$ cat config.mk
export PLATFORM = sky130hd
export DESIGN_NAME = sorted_top_k_insert_table_flat
export DESIGN_NICKNAME = d
export VERILOG_FILES = /design/src/rtl/stkit_pkg.sv /design/src/rtl/stkit_if.sv /design/src/rtl/sorted_top_k_insert_table.sv /design/src/rtl/stkit_cell.sv /design/src/flat_wrapper.sv
export SDC_FILE = /design/constraint.sdc
export NUM_CORES = 2
export LEC_CHECK = 0
export ABC_CLOCK_PERIOD_IN_PS = 6300
export BUFFER_PORTS_ARGS = -buffer_cell sky130_fd_sc_hd__buf_2
export CAP_MARGIN = 20
export CELL_PAD_IN_SITES_DETAIL_PLACEMENT = 0
export CELL_PAD_IN_SITES_GLOBAL_PLACEMENT = 1
export CORE_MARGIN = 2
export CORE_UTILIZATION = 52
export CTS_CLUSTER_SIZE = 40
export DETAILED_ROUTE_END_ITERATION = 10
export GPL_TIMING_DRIVEN = 1
export PLACE_DENSITY = 0.88
export SYNTH_ARGS = -nofsm -noshare
export SYNTH_HDL_FRONTEND = slang
export SYNTH_SLANG_ARGS = --single-unit
$ cat constraint.sdc
create_clock -name clk -period 6.3 [get_ports clk]
set_input_delay 0.63 -clock clk [delete_from_list [all_inputs] [get_ports clk]]
set_output_delay 0.63 -clock clk [all_outputs]
set_load 0.02 [all_outputs]
$ cat src/rtl/stkit_pkg.sv
// ----------------------------------------------------------------------------
// stkit_pkg
// Types, command codes and reset contents of the top-K table.
// ----------------------------------------------------------------------------
package stkit_pkg;

  localparam int DATA_W  = 32;
  localparam int CMD_W   = 2;
  localparam int INDEX_W = 4;
  localparam int POS_W   = 4;

  localparam logic [CMD_W-1:0] CMD_INSERT = 2'd0;
  localparam logic [CMD_W-1:0] CMD_READ   = 2'd1;
  localparam logic [CMD_W-1:0] CMD_CLEAR  = 2'd2;

  // One stored record
  typedef struct packed {
    logic [DATA_W-1:0] score;
    logic [DATA_W-1:0] level;
    logic [DATA_W-1:0] tm;
  } rec_t;

  // Reset score of a slot: 1000 - 100*slot, floored at zero
  function automatic logic [DATA_W-1:0] init_score(input int unsigned slot);
    int unsigned drop;
    drop = 100 * slot;
    return (drop >= 1000) ? '0 : DATA_W'(1000 - drop);
  endfunction

  // Reset time of a slot: 300 + 60*slot
  function automatic logic [DATA_W-1:0] init_time(input int unsigned slot);
    return DATA_W'(300 + 60 * slot);
  endfunction

endpackage

$ cat src/rtl/stkit_if.sv
// ----------------------------------------------------------------------------
// stkit_if
// Command and result channels of the top-K table, valid/ready handshake.
// ----------------------------------------------------------------------------
interface stkit_req_if import stkit_pkg::*; ();
  logic               valid;
  logic               ready;
  logic [CMD_W-1:0]   cmd;
  logic [DATA_W-1:0]  score;
  logic [DATA_W-1:0]  level;
  logic [DATA_W-1:0]  duration;
  logic [INDEX_W-1:0] index;

  modport source (output valid, cmd, score, level, duration, index, input ready);
  modport sink   (input valid, cmd, score, level, duration, index, output ready);
endinterface

interface stkit_rsp_if import stkit_pkg::*; ();
  logic              valid;
  logic              ready;
  logic              ok;
  logic [POS_W-1:0]  position;
  logic [DATA_W-1:0] out_score;
  logic [DATA_W-1:0] out_level;
  logic [DATA_W-1:0] out_time;
  logic [POS_W-1:0]  valid_count;

  modport source (output valid, ok, position, out_score, out_level, out_time, valid_count,
                  input ready);
  modport sink   (input valid, ok, position, out_score, out_level, out_time, valid_count,
                  output ready);
endinterface

$ cat src/rtl/sorted_top_k_insert_table.sv
// ----------------------------------------------------------------------------
// sorted_top_k_insert_table
// Descending top-K table of (score, level, time) records with a valid count.
// ----------------------------------------------------------------------------
// Usage:
//   req carries one command per item: insert (score, level, duration),
//   read (index) or clear. rsp returns exactly one result item per command:
//   ok, position, read data and the valid count after the command.
//   Each slot is a cell that compares its score with the incoming one; all
//   cells decide in the same cycle and shift records down to their neighbor.
//   Latency: the result is in the rsp register the cycle after acceptance.
//   Throughput: one item per cycle while rsp is taken every cycle.
//   Stall: req.ready drops only while a result waits in rsp and rsp.ready is
//   low; the next command is taken in the same cycle the result leaves.
//   Reset: rst (synchronous) loads slot i with score 1000-100*i floored at 0,
//   level 1, time 300+60*i, and sets the count to SLOTS; rsp is emptied.
// ----------------------------------------------------------------------------
module sorted_top_k_insert_table import stkit_pkg::*; #(
  parameter int SLOTS = 10
) (
  input logic         clk,
  input logic         rst,
  stkit_req_if.sink   req,
  stkit_rsp_if.source rsp
);

  localparam int CW = $clog2(SLOTS + 1);

  logic [CW-1:0]    count;
  logic [CW-1:0]    count_next;
  logic [SLOTS-1:0] q;
  rec_t             recs [SLOTS];
  rec_t             new_rec;
  logic             accept;
  logic             do_insert;
  logic             found;
  logic [POS_W-1:0] pos;
  logic             rd_ok;
  rec_t             rd_rec;

  assign req.ready = !rsp.valid || rsp.ready;
  assign accept    = req.valid && req.ready;
  assign do_insert = accept && (req.cmd == CMD_INSERT);

  assign new_rec.score = req.score;
  assign new_rec.level = req.level;
  assign new_rec.tm    = req.duration;

  // Row of slot cells
  for (genvar i = 0; i < SLOTS; i++) begin : g_cell
    if (i == 0) begin : g_head
      stkit_cell #(.IDX(i), .CW(CW)) u_cell (
        .clk(clk), .rst(rst), .insert(do_insert), .new_rec(new_rec), .count(count),
        .prev_q(1'b0), .prev_rec(new_rec), .q(q[i]), .rec(recs[i])
      );
    end else begin : g_body
      stkit_cell #(.IDX(i), .CW(CW)) u_cell (
        .clk(clk), .rst(rst), .insert(do_insert), .new_rec(new_rec), .count(count),
        .prev_q(q[i-1]), .prev_rec(recs[i-1]), .q(q[i]), .rec(recs[i])
      );
    end
  end

  // Find the insert position: lowest qualifying slot
  always_comb begin
    found = |q;
    pos   = '0;
    for (int i = SLOTS - 1; i >= 0; i--) begin
      if (q[i]) begin
        pos = POS_W'(i);
      end
    end
  end

  // Select the read slot
  always_comb begin
    rd_rec = '0;
    rd_ok  = (32'(req.index) < 32'(count)) && (32'(req.index) < SLOTS);
    for (int i = 0; i < SLOTS; i++) begin
      if (req.index == INDEX_W'(i)) begin
        rd_rec = recs[i];
      end
    end
  end

  // Advance the count
  always_comb begin
    count_next = count;
    if (accept) begin
      unique case (req.cmd)
        CMD_INSERT: begin
          if (found && (32'(count) < SLOTS)) begin
            count_next = count + CW'(1);
          end
        end
        CMD_CLEAR: count_next = '0;
        default:   count_next = count;
      endcase
    end
  end

  always_ff @(posedge clk) begin
    if (rst) begin
      count <= CW'(SLOTS);
    end else begin
      count <= count_next;
    end
  end

  // Hold the result until taken
  always_ff @(posedge clk) begin
    if (rst) begin
      rsp.valid <= 1'b0;
    end else if (accept) begin
      rsp.valid <= 1'b1;
    end else if (rsp.ready) begin
      rsp.valid <= 1'b0;
    end
  end

  always_ff @(posedge clk) begin
    if (accept) begin
      rsp.ok          <= 1'b0;
      rsp.position    <= '0;
      rsp.out_score   <= '0;
      rsp.out_level   <= '0;
      rsp.out_time    <= '0;
      rsp.valid_count <= POS_W'({{POS_W{1'b0}}, count_next});
      unique case (req.cmd)
        CMD_INSERT: begin
          rsp.ok       <= found;
          rsp.position <= found ? pos : '0;
        end
        CMD_READ: begin
          rsp.ok <= rd_ok;
          if (rd_ok) begin
            rsp.out_score <= rd_rec.score;
            rsp.out_level <= rd_rec.level;
            rsp.out_time  <= rd_rec.tm;
          end
        end
        default: begin
          rsp.ok <= 1'b0;
        end
      endcase
    end
  end

endmodule

$ cat src/rtl/stkit_cell.sv
// ----------------------------------------------------------------------------
// stkit_cell
// One slot of the table: compares against the new score and shifts down.
// ----------------------------------------------------------------------------
module stkit_cell import stkit_pkg::*; #(
  parameter int IDX = 0,
  parameter int CW  = 4
) (
  input  logic          clk,
  input  logic          rst,
  input  logic          insert,
  input  rec_t          new_rec,
  input  logic [CW-1:0] count,
  input  logic          prev_q,
  input  rec_t          prev_rec,
  output logic          q,
  output rec_t          rec
);

  localparam logic [CW-1:0] IDX_C = CW'(IDX);

  // Slot takes a new record if it is unused or beaten by the new score
  assign q = (IDX_C >= count) || (new_rec.score > rec.score);

  // Load the new record at the first qualifying slot, shift below it
  always_ff @(posedge clk) begin
    if (rst) begin
      rec.score <= init_score(IDX);
      rec.level <= DATA_W'(1);
      rec.tm    <= init_time(IDX);
    end else if (insert && q) begin
      rec <= prev_q ? prev_rec : new_rec;
    end
  end

endmodule

$ cat src/flat_wrapper.sv
// flat-port wrapper written by rule: the top's interface ports become plain ports
module sorted_top_k_insert_table_flat import stkit_pkg::*;
#(
  parameter int SLOTS = 10
)
  (clk, rst, req_valid, req_cmd, req_score, req_level, req_duration, req_index, req_ready, rsp_valid, rsp_ok, rsp_position, rsp_out_score, rsp_out_level, rsp_out_time, rsp_valid_count, rsp_ready);
  stkit_req_if req_i ();
  stkit_rsp_if rsp_i ();
  input logic clk;
  input logic rst;
  input wire logic [$bits(req_i.valid)-1:0] req_valid;
  input wire logic [$bits(req_i.cmd)-1:0] req_cmd;
  input wire logic [$bits(req_i.score)-1:0] req_score;
  input wire logic [$bits(req_i.level)-1:0] req_level;
  input wire logic [$bits(req_i.duration)-1:0] req_duration;
  input wire logic [$bits(req_i.index)-1:0] req_index;
  output wire logic [$bits(req_i.ready)-1:0] req_ready;
  output wire logic [$bits(rsp_i.valid)-1:0] rsp_valid;
  output wire logic [$bits(rsp_i.ok)-1:0] rsp_ok;
  output wire logic [$bits(rsp_i.position)-1:0] rsp_position;
  output wire logic [$bits(rsp_i.out_score)-1:0] rsp_out_score;
  output wire logic [$bits(rsp_i.out_level)-1:0] rsp_out_level;
  output wire logic [$bits(rsp_i.out_time)-1:0] rsp_out_time;
  output wire logic [$bits(rsp_i.valid_count)-1:0] rsp_valid_count;
  input wire logic [$bits(rsp_i.ready)-1:0] rsp_ready;
  assign req_i.valid = req_valid;
  assign req_i.cmd = req_cmd;
  assign req_i.score = req_score;
  assign req_i.level = req_level;
  assign req_i.duration = req_duration;
  assign req_i.index = req_index;
  assign req_ready = req_i.ready;
  assign rsp_valid = rsp_i.valid;
  assign rsp_ok = rsp_i.ok;
  assign rsp_position = rsp_i.position;
  assign rsp_out_score = rsp_i.out_score;
  assign rsp_out_level = rsp_i.out_level;
  assign rsp_out_time = rsp_i.out_time;
  assign rsp_valid_count = rsp_i.valid_count;
  assign rsp_i.ready = rsp_ready;
  sorted_top_k_insert_table #(.SLOTS(SLOTS)) u_core (.clk(clk), .rst(rst), .req(req_i), .rsp(rsp_i));
endmodule
==> results.yml <==
global_route:
  grt_pass1_wl_um: 308000
  grt_overflow: 0
  grt_usage: 0.348
  grt_max_degree: 230
  antenna_found_initial: 18
  grt_pass1_vias: 49800
placed_design:
  pre_cts_slack_ns: 1.62
  placed_cells: 7969
  hpwlAfterDp_um: 124000
  numPortBuffers: 212
  finalWeightedCongestion: 0.959
yosys:
  synth_edf_count: 105
  avgSynthCellArea_um2: 8.50
  yosys_warnings: 0
  yosys.area.top_type_share: 0.333
  syn_nets: 7250
  yosys-top-cells-area: "dfxtp_1 (33%), mux2i_1 (12%), a211oi_1 (8.1%)"
  postSynthCellCount: 6818
  synth-seq-cells: 1070
  synthDistinctLibCells: 70
  ys_seq_area_frac: 0.388
  yosys.area.top_type: "dfxtp_1"
  syn_area_um2: 58000
  synthFlopType: "dfxtp_1"
  ys_async_sr_fraction: 0
clock_tree:
  clock-root-buffer: "clkbuf_16"
  ctsLongestPathBuffers: 3
  cts_tree: "yes"
  ctsHoldBuffers: 0
  cts_buffers: 114
  cts.sinks: 1070
  post_cts_resized: 0
  htree_levels: 3
  clk_pin_slew_ns: 0.06
  clock_latency_ns: 0.73
  post_cts_buffers: 0
final_layout:
  layout_commonest_cell: "dfxtp_1"
  fin_cells: 8192
  finalNetCount: 7030
  areaGrowthSynthToFinish_pct: 9.53
  final_core_util: 0.574
  drive_gt1_frac: 0.0808
  mostFrequentLayoutCells: "dfxtp_1 (965), nor2_1 (963), mux2i_1 (678)"
timing:
  fin_setup_tns_ns: 0
  finalMaxSlewViolations: 0
  min_period_over_period: 0.683
  maxSlewHeadroom: 0.0956
  setup_violations: 0
  fin_crit_ns: 4.30
  fin_skew_ns: 0.0335
  fmax_mhz: 232
  rsz0062_at_grt: "no"
  setup_ws_ns: 2.00
  hold_viol_final: 0
  worst_pin_slew_ns: 1.36
drt:
  wire_per_inst_um: 24.8
  vias_per_cell: 6.38
  ant_nets: 0
  drt_wl_total_um: 203000
  drc: 0
  drt_first_pass_iters: 8
  num_vias: 52300
  drtIter0Drc: 5732
run_status:
  outcome: "finished clean"
pwr:
  p_leak_nw: 22.6
  clock_power_share: 0.405
  comb_power_share: 0.168
  p_int_mw: 12.3
  p_seq_frac: 0.427
  power_switching_share: 0.295
  max-vdd-ir-drop_mv: 0.217
  p_per_area_nw_per_um2: 274
  power_mw: 17.4
  switchingPower_mw: 5.14
setup_path:
  crit_fanout: 98
  slowest_stage: "nor4_1"
  crit_start: "u_core.g_cell[5].g_body.u_cell.rec[91]"
  cp.required_ns: 6.90
  crit_path_end_kind: "flop"
  crit_chain: "inv_1 -> ha_1 -> nand4_1 -> nor4_1 -> nand3_1 -> nand2_1 -> a2bb2oi_4 -> buf_12 -> buf_4 -> a21oi_1 -> a211oi_1"
  slowest_delay_ns: 0.90
  cp.arrival_ns: 4.90
  start_kind: "flop"
  r2r_start: "u_core.g_cell[5].g_body.u_cell.rec[91]"
  critPathBufInv: 3
  crit_family: "simple AND/OR/NAND/NOR gates"
  path_class: "flop to flop"
floorplanning:
  fp.dieW_um: 338
  io_pins: 213
  row_count: 122
  floorplan.initialDensity: 0.524
  die_h_um: 338
  die_area_um2: 114000
  core_um2: 111000
run:
  drv_cap: 0
min_path:
  hp-class: "input pin to flop"
  hp-start: "req_valid"
-- registers in the layout, indices dropped and copies added (netlist names) --
signal and count:
u_core.count 4, u_core.rsp.valid_count 4, u_core.rsp.valid 1, u_core.rsp.position 4, u_core.rsp.ok 1, u_core.g_cell.g_head.u_cell.rec 96
u_core.g_cell.g_body.u_cell.rec 864, u_core.rsp.out_score 32, u_core.rsp.out_level 32, u_core.rsp.out_time 32
-- per-layer routing --
metal / routed length, um / track usage
met5: 74 / 0
met4: 8750 / 0.159
met3: 16700 / 0.0579
met2: 90700 / 0.548
met1: 86600 / 0.466
-- tightest hold or removal path, stage by stage --
cell     delay [ns]
buf_2          0.10
inv_1          0.04
a21oi_1        0.05
-- Yosys cell counts (20+ instances only) --
master and n:
dfxtp_1 965, o211ai_1 86, a211oi_1 622, o21ai_0 201, o21ai_1 67, a311oi_1 59
nor2_1 972, a21o_1 32, a222oi_1 38, nand2_1 530, a21oi_1 368, o22ai_1 32
clkbuf_1 486, buf_1 44, a22oi_1 249, a31oi_1 71, edfxtp_1 105, nor3_1 32
inv_1 328, mux2i_1 678, a221oi_1 26, buf_2 89, o2111ai_1 20, ha_1 326
nand4_1 113, nand3_1 109
-- power by group through the flow --
stage	Sequential (mW)	Clock (mW)	Combinational, mW
floorplan	7.54	0	1.97
global placement	7.55	0	2.80
detailed placement	7.56	0	2.85
CTS	7.41	7.12	2.87
global route	7.45	7.40	3.15
finish	7.42	7.05	2.91
-- area by class of cell --
type / count / area [um^2]
Fill cell: 9940 / 47200
Tap cell: 1488 / 1860
Antenna cell: 7 / 17.5
Clock inverter: 54 / 588
Clock buffer: 161 / 3300
Timing Repair Buffer: 311 / 2160
Multi-Input combinational cell: 4770 / 31900
Sequential cell: 1070 / 22500
Inverter: 331 / 1250
-- stage by stage --
step           hold slack [ns]  area [um^2]
2_1_floorplan            0.441        58000
3_3_place_gp             0.450        59600
3_5_place_dp             0.456        59600
4_1_cts                  0.117        63500
5_1_grt                  0.183        63500
6_report                 0.149        63500
-- final timing paths --
kind,endpoint,slack (ns),cells after the start
worst min-delay path,u_core.rsp.valid,0.15,3
worst min register to register,u_core.g_cell[1].g_body.u_cell.rec[57],0.47,2
worst max register to register,u_core.g_cell[6].g_body.u_cell.rec[91],2.00,11
worst max-delay path,u_core.g_cell[6].g_body.u_cell.rec[91],2.00,11
-- kinds of logic after synthesis --
logic type,count (synthesis),share of synthesized area
adders and majority gates,326,0.0703
DFF,1070,0.388
and+or+nand+nor,1829,0.130
buffers and inverters,978,0.0681
AOI/OAI and AO/OA,1932,0.226
muxes,683,0.118
Note: power is estimated with default switching activity, not from simulation.
